==> src/rtl/cprp_pkg.sv <==
// ----------------------------------------------------------------------------
// cprp_pkg
// Types, constants and helper functions shared by the position record packer.
// ----------------------------------------------------------------------------
package cprp_pkg;

    localparam int SQUARES    = 64;
    localparam int CODE_SLOTS = 32;
    localparam int SLOT_W     = 5;
    localparam int KINDS      = 6;

    localparam logic signed [15:0] SCORE_MAX = 16'sd30000;
    localparam logic signed [15:0] SCORE_MIN = -16'sd30000;
    localparam logic [5:0]         KING_FLIP = 6'd56;
    localparam logic [1:0]         RESULT_WIN = 2'd2;
    localparam logic [3:0]         OPP_MARK  = 4'd8;

    typedef struct packed {
        logic [63:0]        white_pieces;
        logic [63:0]        black_pieces;
        logic [63:0]        pawn_board;
        logic [63:0]        knight_board;
        logic [63:0]        bishop_board;
        logic [63:0]        rook_board;
        logic [63:0]        queen_board;
        logic [63:0]        king_board;
        logic               black_to_move;
        logic signed [15:0] white_score;
        logic [1:0]         white_result;
    } pos_item_t;

    typedef struct packed {
        logic [63:0]        occupancy;
        logic [63:0]        codes_low;
        logic [63:0]        codes_high;
        logic signed [15:0] mover_score;
        logic [1:0]         mover_result;
        logic [5:0]         own_king_square;
        logic [5:0]         their_king_square;
        logic               too_many_pieces;
    } rec_item_t;

    // classified position, one code per square, waiting for packing
    typedef struct packed {
        logic [63:0]             occupancy;
        logic [SQUARES-1:0][3:0] codes;
        logic signed [15:0]      mover_score;
        logic [1:0]              mover_result;
        logic [5:0]              own_king_square;
        logic [5:0]              their_king_square;
    } job_t;

    typedef struct packed {
        logic full;
        logic empty;
    } q_status_t;

    // vertical mirror of a board
    function automatic logic [63:0] byte_swap(input logic [63:0] v);
        logic [63:0] r;
        for (int b = 0; b < 8; b++)
        begin
            r[8*b +: 8] = v[8*(7-b) +: 8];
        end
        return r;
    endfunction

    // lowest set square, 0 when the board is empty
    function automatic logic [5:0] lowest_square(input logic [63:0] v);
        logic [7:0] byte_nz;
        logic [2:0] byte_sel;
        logic [2:0] bit_sel;
        logic [7:0] sel_byte;
        for (int b = 0; b < 8; b++)
        begin
            byte_nz[b] = |v[8*b +: 8];
        end
        byte_sel = 3'd0;
        for (int b = 7; b >= 0; b--)
        begin
            if (byte_nz[b])
            begin
                byte_sel = 3'(b);
            end
        end
        sel_byte = v[{byte_sel, 3'd0} +: 8];
        bit_sel = 3'd0;
        for (int i = 7; i >= 0; i--)
        begin
            if (sel_byte[i])
            begin
                bit_sel = 3'(i);
            end
        end
        return {byte_sel, bit_sel};
    endfunction

endpackage

==> src/rtl/cprp_front.sv <==
// ----------------------------------------------------------------------------
// cprp_front
// Turns a position to the mover's view, clamps the score and classifies
// every square into its 4-bit piece code.
// ----------------------------------------------------------------------------
module cprp_front (
    input  cprp_pkg::pos_item_t pos,
    output cprp_pkg::job_t      job
);
    import cprp_pkg::*;

    logic                    flip;
    logic [63:0]             own;
    logic [63:0]             opp;
    logic [KINDS-1:0][63:0]  kinds;
    logic [KINDS-1:0][63:0]  kinds_raw;
    logic signed [15:0]      clamped;
    logic [2:0]              kind_code;

    assign flip = pos.black_to_move;
    assign kinds_raw = {pos.king_board, pos.queen_board, pos.rook_board,
                        pos.bishop_board, pos.knight_board, pos.pawn_board};

    always_comb
    begin
        own = flip ? byte_swap(pos.black_pieces) : pos.white_pieces;
        opp = flip ? byte_swap(pos.white_pieces) : pos.black_pieces;
        for (int k = 0; k < KINDS; k++)
        begin
            kinds[k] = flip ? byte_swap(kinds_raw[k]) : kinds_raw[k];
        end

        if (pos.white_score > SCORE_MAX)
        begin
            clamped = SCORE_MAX;
        end
        else if (pos.white_score < SCORE_MIN)
        begin
            clamped = SCORE_MIN;
        end
        else
        begin
            clamped = pos.white_score;
        end

        job.occupancy    = own | opp;
        job.mover_score  = flip ? -clamped : clamped;
        job.mover_result = flip ? RESULT_WIN - pos.white_result : pos.white_result;
        job.own_king_square   = lowest_square(own & kinds[KINDS-1]);
        job.their_king_square = lowest_square(opp & kinds[KINDS-1]) ^ KING_FLIP;

        // lowest piece kind wins, none reads as pawn
        for (int sq = 0; sq < SQUARES; sq++)
        begin
            kind_code = 3'd0;
            for (int k = KINDS - 1; k >= 0; k--)
            begin
                if (kinds[k][sq])
                begin
                    kind_code = 3'(k);
                end
            end
            job.codes[sq] = (opp[sq] ? OPP_MARK : 4'd0) | {1'b0, kind_code};
        end
    end

endmodule

==> src/rtl/cprp_queue.sv <==
// ----------------------------------------------------------------------------
// cprp_queue
// Two-entry queue of classified positions between the front and back parts.
// ----------------------------------------------------------------------------
module cprp_queue (
    input  logic                clk,
    input  logic                rst_n,
    input  logic                push,
    input  cprp_pkg::job_t      push_job,
    input  logic                pop,
    output cprp_pkg::job_t      head_job,
    output cprp_pkg::q_status_t status
);
    import cprp_pkg::*;

    job_t       entries [2];
    logic       wr_ptr_reg;
    logic       rd_ptr_reg;
    logic [1:0] count_reg;

    assign head_job     = entries[rd_ptr_reg];
    assign status.full  = (count_reg == 2'd2);
    assign status.empty = (count_reg == 2'd0);

    always_ff @(posedge clk or negedge rst_n)
    begin
        if (!rst_n)
        begin
            wr_ptr_reg <= 1'b0;
            rd_ptr_reg <= 1'b0;
            count_reg  <= 2'd0;
        end
        else
        begin
            if (push)
            begin
                wr_ptr_reg <= ~wr_ptr_reg;
            end
            if (pop)
            begin
                rd_ptr_reg <= ~rd_ptr_reg;
            end
            if (push && !pop)
            begin
                count_reg <= count_reg + 2'd1;
            end
            else if (pop && !push)
            begin
                count_reg <= count_reg - 2'd1;
            end
        end
    end

    always_ff @(posedge clk)
    begin
        if (push)
        begin
            entries[wr_ptr_reg] <= push_job;
        end
    end

endmodule

==> src/rtl/cprp_back.sv <==
// ----------------------------------------------------------------------------
// cprp_back
// Packs the codes of up to MAX_CODES occupied squares in ascending order, one square per
// cycle, drops the rest and holds the finished record in the output register.
// ----------------------------------------------------------------------------
module cprp_back #(
    parameter int MAX_CODES = 32
) (
    input  logic                clk,
    input  logic                rst_n,
    input  cprp_pkg::q_status_t q_status,
    input  cprp_pkg::job_t      job,
    output logic                job_pop,
    output cprp_pkg::rec_item_t rec,
    output logic                rec_valid,
    input  logic                rec_ready
);
    import cprp_pkg::*;

    localparam int CNT_W = $clog2(MAX_CODES + 1);

    typedef enum logic {
        IDLE,
        SCAN
    } state_t;

    state_t                     state_reg, state_next;
    job_t                       job_reg, job_next;
    logic [63:0]                rest_reg, rest_next;
    logic [CODE_SLOTS-1:0][3:0] acc_reg, acc_next;
    logic [CNT_W-1:0]           count_reg, count_next;
    logic                       over_reg, over_next;
    rec_item_t                  rec_reg, rec_next;
    logic                       rec_valid_reg, rec_valid_next;

    logic [63:0] low_bit;
    logic [3:0]  pick;
    logic        at_limit;
    logic        out_free;

    assign job_pop   = (state_reg == IDLE) && !q_status.empty;
    assign rec       = rec_reg;
    assign rec_valid = rec_valid_reg;

    always_comb
    begin
        low_bit  = rest_reg & (~rest_reg + 64'd1);
        pick     = 4'd0;
        for (int i = 0; i < SQUARES; i++)
        begin
            pick = pick | ({4{low_bit[i]}} & job_reg.codes[i]);
        end
        at_limit = (count_reg == CNT_W'(MAX_CODES));
        out_free = !rec_valid_reg || rec_ready;

        state_next     = state_reg;
        job_next       = job_reg;
        rest_next      = rest_reg;
        acc_next       = acc_reg;
        count_next     = count_reg;
        over_next      = over_reg;
        rec_next       = rec_reg;
        rec_valid_next = rec_valid_reg && !rec_ready;

        case (state_reg)
            IDLE:
            begin
                if (!q_status.empty)
                begin
                    job_next   = job;
                    rest_next  = job.occupancy;
                    acc_next   = '0;
                    count_next = '0;
                    over_next  = 1'b0;
                    state_next = SCAN;
                end
            end
            SCAN:
            begin
                if (rest_reg != 64'd0)
                begin
                    if (at_limit)
                    begin
                        // remaining squares are dropped
                        over_next = 1'b1;
                        rest_next = 64'd0;
                    end
                    else
                    begin
                        acc_next[SLOT_W'(count_reg)] = pick;
                        count_next = count_reg + CNT_W'(1);
                        rest_next  = rest_reg & (rest_reg - 64'd1);
                    end
                end
                else if (out_free)
                begin
                    rec_next.occupancy         = job_reg.occupancy;
                    rec_next.codes_low         = acc_reg[15:0];
                    rec_next.codes_high        = acc_reg[31:16];
                    rec_next.mover_score       = job_reg.mover_score;
                    rec_next.mover_result      = job_reg.mover_result;
                    rec_next.own_king_square   = job_reg.own_king_square;
                    rec_next.their_king_square = job_reg.their_king_square;
                    rec_next.too_many_pieces   = over_reg;
                    rec_valid_next = 1'b1;
                    state_next     = IDLE;
                end
            end
            default:
            begin
                state_next = IDLE;
            end
        endcase
    end

    always_ff @(posedge clk or negedge rst_n)
    begin
        if (!rst_n)
        begin
            state_reg     <= IDLE;
            job_reg       <= '0;
            rest_reg      <= '0;
            acc_reg       <= '0;
            count_reg     <= '0;
            over_reg      <= 1'b0;
            rec_reg       <= '0;
            rec_valid_reg <= 1'b0;
        end
        else
        begin
            state_reg     <= state_next;
            job_reg       <= job_next;
            rest_reg      <= rest_next;
            acc_reg       <= acc_next;
            count_reg     <= count_next;
            over_reg      <= over_next;
            rec_reg       <= rec_next;
            rec_valid_reg <= rec_valid_next;
        end
    end

endmodule

==> src/rtl/chess_position_record_packer.sv <==
// ----------------------------------------------------------------------------
// chess_position_record_packer
// Packs one chess position into one 223-bit training record seen from the
// side to move.
//
//   channel   signals                    payload
//   position  pos_valid / pos_ready      pos (pos_item_t)
//   record    rec_valid / rec_ready      rec (rec_item_t)
//
// the front classifies a position in the cycle it is accepted and writes it
// into a two-entry queue; pos_ready is low only while the queue is full
// the packer scans the occupied squares one square per cycle, up to
// MAX_CODES, and drops the rest; it takes a new position only once the
// record is written to the output register, so its scan sets the rate
// reset clears control and packer state but not the queue entries, no clearing pass
// a stalled record holds in the output register while the next is packed
// ----------------------------------------------------------------------------
module chess_position_record_packer #(
    parameter int MAX_CODES = 32
) (
    input  logic                clk,
    input  logic                rst_n,
    input  logic                pos_valid,
    output logic                pos_ready,
    input  cprp_pkg::pos_item_t pos,
    output logic                rec_valid,
    input  logic                rec_ready,
    output cprp_pkg::rec_item_t rec
);
    import cprp_pkg::*;

    job_t      front_job;
    job_t      head_job;
    q_status_t q_status;
    logic      push;
    logic      pop;

    assign pos_ready = !q_status.full;
    assign push      = pos_valid && pos_ready;

    cprp_front u_front (
        .pos (pos),
        .job (front_job)
    );

    cprp_queue u_queue (
        .clk      (clk),
        .rst_n    (rst_n),
        .push     (push),
        .push_job (front_job),
        .pop      (pop),
        .head_job (head_job),
        .status   (q_status)
    );

    cprp_back #(
        .MAX_CODES (MAX_CODES)
    ) u_back (
        .clk       (clk),
        .rst_n     (rst_n),
        .q_status  (q_status),
        .job       (head_job),
        .job_pop   (pop),
        .rec       (rec),
        .rec_valid (rec_valid),
        .rec_ready (rec_ready)
    );

    // overflow flag agrees with the occupancy count
    a_overflow_flag: assert property (@(posedge clk) disable iff (!rst_n)
        rec_valid |-> (($countones(rec.occupancy) > MAX_CODES) == rec.too_many_pieces))
    else $error("overflow flag does not match occupancy");

    // a found own king sits on an occupied square
    a_own_king: assert property (@(posedge clk) disable iff (!rst_n)
        (rec_valid && rec.own_king_square != 6'd0) |-> rec.occupancy[rec.own_king_square])
    else $error("own king square not occupied");

    // score stays clamped after the flip
    a_score_range: assert property (@(posedge clk) disable iff (!rst_n)
        rec_valid |-> (rec.mover_score <= SCORE_MAX && rec.mover_score >= SCORE_MIN))
    else $error("mover score out of range");

    // the queue is never popped while empty
    a_pop_nonempty: assert property (@(posedge clk) disable iff (!rst_n)
        pop |-> !q_status.empty)
    else $error("queue popped while empty");

endmodule
==> config.mk <==
export PLATFORM = sky130hd
export DESIGN_NAME = chess_position_record_packer
export DESIGN_NICKNAME = d
export VERILOG_FILES = /design/src/rtl/cprp_pkg.sv /design/src/rtl/cprp_front.sv /design/src/rtl/cprp_queue.sv /design/src/rtl/cprp_back.sv /design/src/rtl/chess_position_record_packer.sv
export SDC_FILE = /design/constraint.sdc
export NUM_CORES = 2
export LEC_CHECK = 0
export ABC_CLOCK_PERIOD_IN_PS = 18300
export BUFFER_PORTS_ARGS = -buffer_cell sky130_fd_sc_hd__buf_2
export CAP_MARGIN = 20
export CORE_ASPECT_RATIO = 1.5
export CORE_MARGIN = 3
export CORE_UTILIZATION = 61
export CTS_BUF_LIST = sky130_fd_sc_hd__clkbuf_2
export CTS_CLUSTER_DIAMETER = 150
export DETAILED_ROUTE_END_ITERATION = 10
export GPL_TIMING_DRIVEN = 0
export PLACE_DENSITY = 0.83
export SLEW_MARGIN = 20
export SYNTH_ARGS = -nofsm -noshare
export SYNTH_HDL_FRONTEND = slang
export SYNTH_SLANG_ARGS = --single-unit
==> constraint.sdc <==
create_clock -name clk -period 18.3 [get_ports clk]
set_input_delay 0 -clock clk [delete_from_list [all_inputs] [get_ports clk]]
set_output_delay 0 -clock clk [all_outputs]
set_load 0.02 [all_outputs]
==> results of run 1 <==
## cells by family after synthesis
logic type                 count (synthesis)
AOI/OAI and AO/OA                       1439
adders and majority gates                  7
xor gates and xnor gates                  19
muxes                                    734
and+or+nand+nor                         1873
DFF                                     1478
buffers and inverters                    427
## metrics by stage
stage	TNS, ns	utilization	hold WS (ns)
3_5_place_dp	0	0.677	-0.0520
2_1_floorplan	0	-	-0.296
3_3_place_gp	-1877.96	0.667	0.333
==> results.md, run 1 <==
- Status: aborted with a tool error
- Last stage: clock tree synthesis (4_1_cts)
- Error msg: [ERROR RSZ-0060] Max buffer count reached.
- Register area share after synthesis: 0.595
- Clock Sinks: 1478
- Cells after synthesis: 5977
- Hold_buf cts: 1763
- Die Ht: 415 um
- Post-Syn Area: 68000 um^2
- Post-Syn Area per Cell: 11.4 um^2
- Largest family of logic cells by synthesized area: compound AO/OA/AOI/OAI gates
- Synth area leaders: edfxtp_1 31%, dfrtp_1 29%, mux2i_1 6.5%
- HPWL after DPL: 243000 um
- PortBufs: 754
- Row count: 149
- Synth warnings: 0
- Adder-Cell Fraction of Synth Area: 0.00129
- Synth Area in Compound Gates: 0.132
- GPL Wtd Cong: 1.12
- Simple-Gate Fraction of Synth Area: 0.130
- CTS buffer count: 337
- Net Count, Synth: 6519
- Ys async rst share: 0.526
- Initial Utilization: 0.616
- Io pins: 760
- Area after DPL: 74700 um^2
- Maximum buffer depth of the clock tree: 4
- Post-synth top area cell: edfxtp_1
- Synth cell count leaders: 778 x dfrtp_1, 700 x edfxtp_1, 680 x nand2_1
- Xor and xnor fraction of the mapped netlist area: 0.00245
- Number of synthesized flops with an enable pin: 700
- Clock root buffer: clkbuf_2
- Post-synth top area share: 0.309
- Dpl ws: 10.87 ns
- Post-CTS Setup Bufs: 0
- Cell total after placement: 8214
- Proportion of synthesized area in mux cells: 0.114
- Library cells used by synthesis: 90
- Synthesized flop and latch total: 1478
- Most frequent cell after synthesis: dfrtp_1
- Ys flop type: dfrtp_1
- H-tree depth: 5
- Post_cts resized: 0
- Die extent in x: 279 um
==> inputs of run 2 (changes only) <==
Settings changed: CORE_ASPECT_RATIO 1.5 to default, CORE_UTILIZATION 61 to 40, CTS_BUF_LIST sky130_fd_sc_hd__clkbuf_2 to default, CTS_CLUSTER_DIAMETER 150 to default, PLACE_DENSITY 0.83 to default, PLACE_DENSITY_LB_ADDON from default to 0.15.
==> run 2 against run 1 <==
The run now ends clean. Synthesized area did not move. Synthesized cell count did not move.
==> results.md, run 2 <==
- Final worst path period share: 0.403
- Routing usage on met1: 0.464
- Hold_buf cts: 848 (was 1763)
- CTS buffer count: 156 (was 337)
- Ys flop type: dfrtp_1 (unchanged)
- Synth area leaders: edfxtp_1 31%, dfrtp_1 29%, mux2i_1 6.5% (unchanged)
- Status: complete, no violations (was aborted with a tool error)
- Initial DRC count: 6926
- CP Launch Type: primary input
- Clock root buffer: clkbuf_16 (was clkbuf_2)
- Total Wirelength: 330000 um
- Die Ht: 418 um (was 415 um)
- Area after DPL: 75800 um^2 (was 74700 um^2)
- Leakage power: 38.8 nW
- Post-synth top area share: 0.309 (unchanged)
- Synth warnings: 0 (unchanged)
- CTS tree: yes
- Register area share after synthesis: 0.595 (unchanged)
- Multi-input combinational cell area: 26000 um^2
- Commonest non-fill, non-tap cell in the layout: dlygate4sd3_1
- Post-synth top area cell: edfxtp_1 (unchanged)
- Maximum buffer depth of the clock tree: 3 (was 4)
- Clock Sinks: 1478 (unchanged)
- WP data required: 18.96 ns
- Die extent in x: 418 um (was 279 um)
- Reg clk slew, reported paths: 0.06 ns
- Fin Setup TNS: 0 ns
- Gr usage total: 0.369
- Row count: 150 (was 149)
- Post-DR wirelength/cell: 32.5 um
- Total gr overflow: 0
- CP Max Fanout: 10
- Post-Syn Area: 68000 um^2 (unchanged)
- GRT busiest layer: met2
- Maximum operating frequency: 136 MHz
- Vias in the first global route: 60100
- Io pins: 760 (unchanged)
- PortBufs: 754 (unchanged)
- Post-route minimum period: 7.37 ns
- Worst setup EP type: flop
- Largest register FFs: 700
- Library cells used by synthesis: 90 (unchanged)
- Max-cap violations: 0
- Fin nets: 8332
- Largest net degree at the start of global routing: 130
- Initial antenna violation count: 56
- Synth cell count leaders: 778 x dfrtp_1, 700 x edfxtp_1, 680 x nand2_1 (unchanged)
- RSZ-0062 raised after global routing: false
- Vias per inst: 5.95
- HPWL after DPL: 257000 um (was 243000 um)
- Critical Path AT: 8.04 ns
- Post-CTS Setup Bufs: 0 (unchanged)
- Synthesized flop and latch total: 1478 (unchanged)
- Class of the worst hold path: primary input to flop
- H-tree depth: 4 (was 5)
- Final setup viols: 0
- Fillers: 14600
- Hold Vio Cnt, Final: 0
- Post_cts resized: 0 (unchanged)
- ANT nets after route: 0
- PD cells: 162 nW/um^2
- Worst Tran Pin Value: 1.29 ns
- First-pass GRT wire length: 452000 um
- Number of synthesized flops with an enable pin: 700 (unchanged)
- Layout cells sized above 1: 0.187
- Core area: 168000 um^2
- Final setup skew: 0.0399 ns
- Seq. cell area: 40500 um^2
- Worst vdd ir: 0.140 mV
- CP Class: primary input to flop
- Net Count, Synth: 6519 (unchanged)
- GPL Wtd Cong: 1.04 (was 1.12)
- Die area: 175000 um^2
- Most frequent cell after synthesis: dfrtp_1 (unchanged)
- Rel. slew slack: 0.138
- Max Transition Viols Final: 0
- Most frequent cells in the layout: 847 x dlygate4sd3_1, 810 x buf_2, 778 x dfrtp_1
- Synthesis-to-layout area growth: 31.6%
- DRC Markers: 0
- Cells after synthesis: 5977 (unchanged)
- GRT met3 Usage: 0.0780
- Ys async rst share: 0.526 (unchanged)
- Vias: 60500
- Worst skew pair latency: 0.82 ns
- Met2 usage: 0.593
- Post-Syn Area per Cell: 11.4 um^2 (unchanged)
- Total iterations of the first detailed-routing run: 8
- Pwr Total: 14.5 mW
- Initial Utilization: 0.405 (was 0.616)
- Post-route cell area: 89500 um^2
[run 2: cell counts after synthesis]
No cell type changed its count.
[run 2: critical path, stage by stage]
cell and delay [ns]:
buf_2 0.26, buf_4 0.26, buf_2 0.35, buf_2 0.50, clkbuf_1 0.71, clkbuf_1 0.86, clkbuf_1 0.84, buf_2 0.70
clkbuf_1 0.86, clkbuf_1 0.96, a21oi_1 0.18, dlygate4sd3_1 0.64, nor3b_1 0.22, dlygate4sd3_1 0.60
[run 2: final cells by class]
cell class	count	share of cell area
flip-flops and latches	1478	0.452
multi-input cells	4072	0.290
repair buffers	1655	0.149
clock buffers	220	0.0496
well taps	2204	0.0308
plain buffers	342	0.0163
clock inverters	65	0.00731
inverters	85	0.00356
diodes	38	0.00106
[run 2: cells by family after synthesis]
group                    Yosys count  share of synthesized area
buffers and inverters            427                     0.0256
flip-flops                      1478                      0.595
adder cells (fa/ha/maj)            7                    0.00129
XOR/XNOR                          19                    0.00245
multiplexers                     734                      0.114
AND/OR/NAND/NOR                 1873                      0.130
AO/OA/AOI/OAI                   1439                      0.132
[run 2: final timing paths]
kind	startpoint	end	slack [ns]	cells after the start
setup / recovery	pos[18]	u_queue.entries[1][144]	10.93	14
min in group asynchronous	rst_n	u_back.job_reg[19]	0.35	4
hold reg to reg	u_back.job_reg[297]	u_back.job_reg[297]	0.47	1
setup reg to reg	u_back.rest_reg[2]	u_back.acc_reg[113]	11.64	14
max in group asynchronous	rst_n	u_back.rec[206]	15.70	7
hold / removal	pos[65]	u_queue.entries[1][120]	0.08	4
[run 2: report_power, final]
group	internal (mW)	switching, mW
combinational	1.87	4.20
clock	1.78	1.38
sequential	4.63	0.649
[run 2: layer usage]
metal	wire, um	up-vias
li1	-	25900
met1	129000	30200
met2	152000	3486
met3	27100	904
met4	21800	14
met5	99	-
[run 2: stage by stage]
| step | setup slack, ns | instances | util | hold slack [ns] |
|---|---|---|---|---|
| 2_1_floorplan | 1.92 | 5977 | - | -0.296 |
| 3_3_place_gp | -8.46 | 8935 | 0.444 | 0.317 |
| 3_5_place_dp | 10.79 | 8988 | 0.451 | -0.0323 |
| 4_1_cts | 11.18 | 10100 | 0.532 | 0.000431 |
| 5_1_grt | 11.17 | 10100 | 0.533 | 0.0744 |
| 6_report | 10.93 | 10200 | 0.533 | 0.0792 |
No activity file was read; power rests on OpenSTA's default activity.
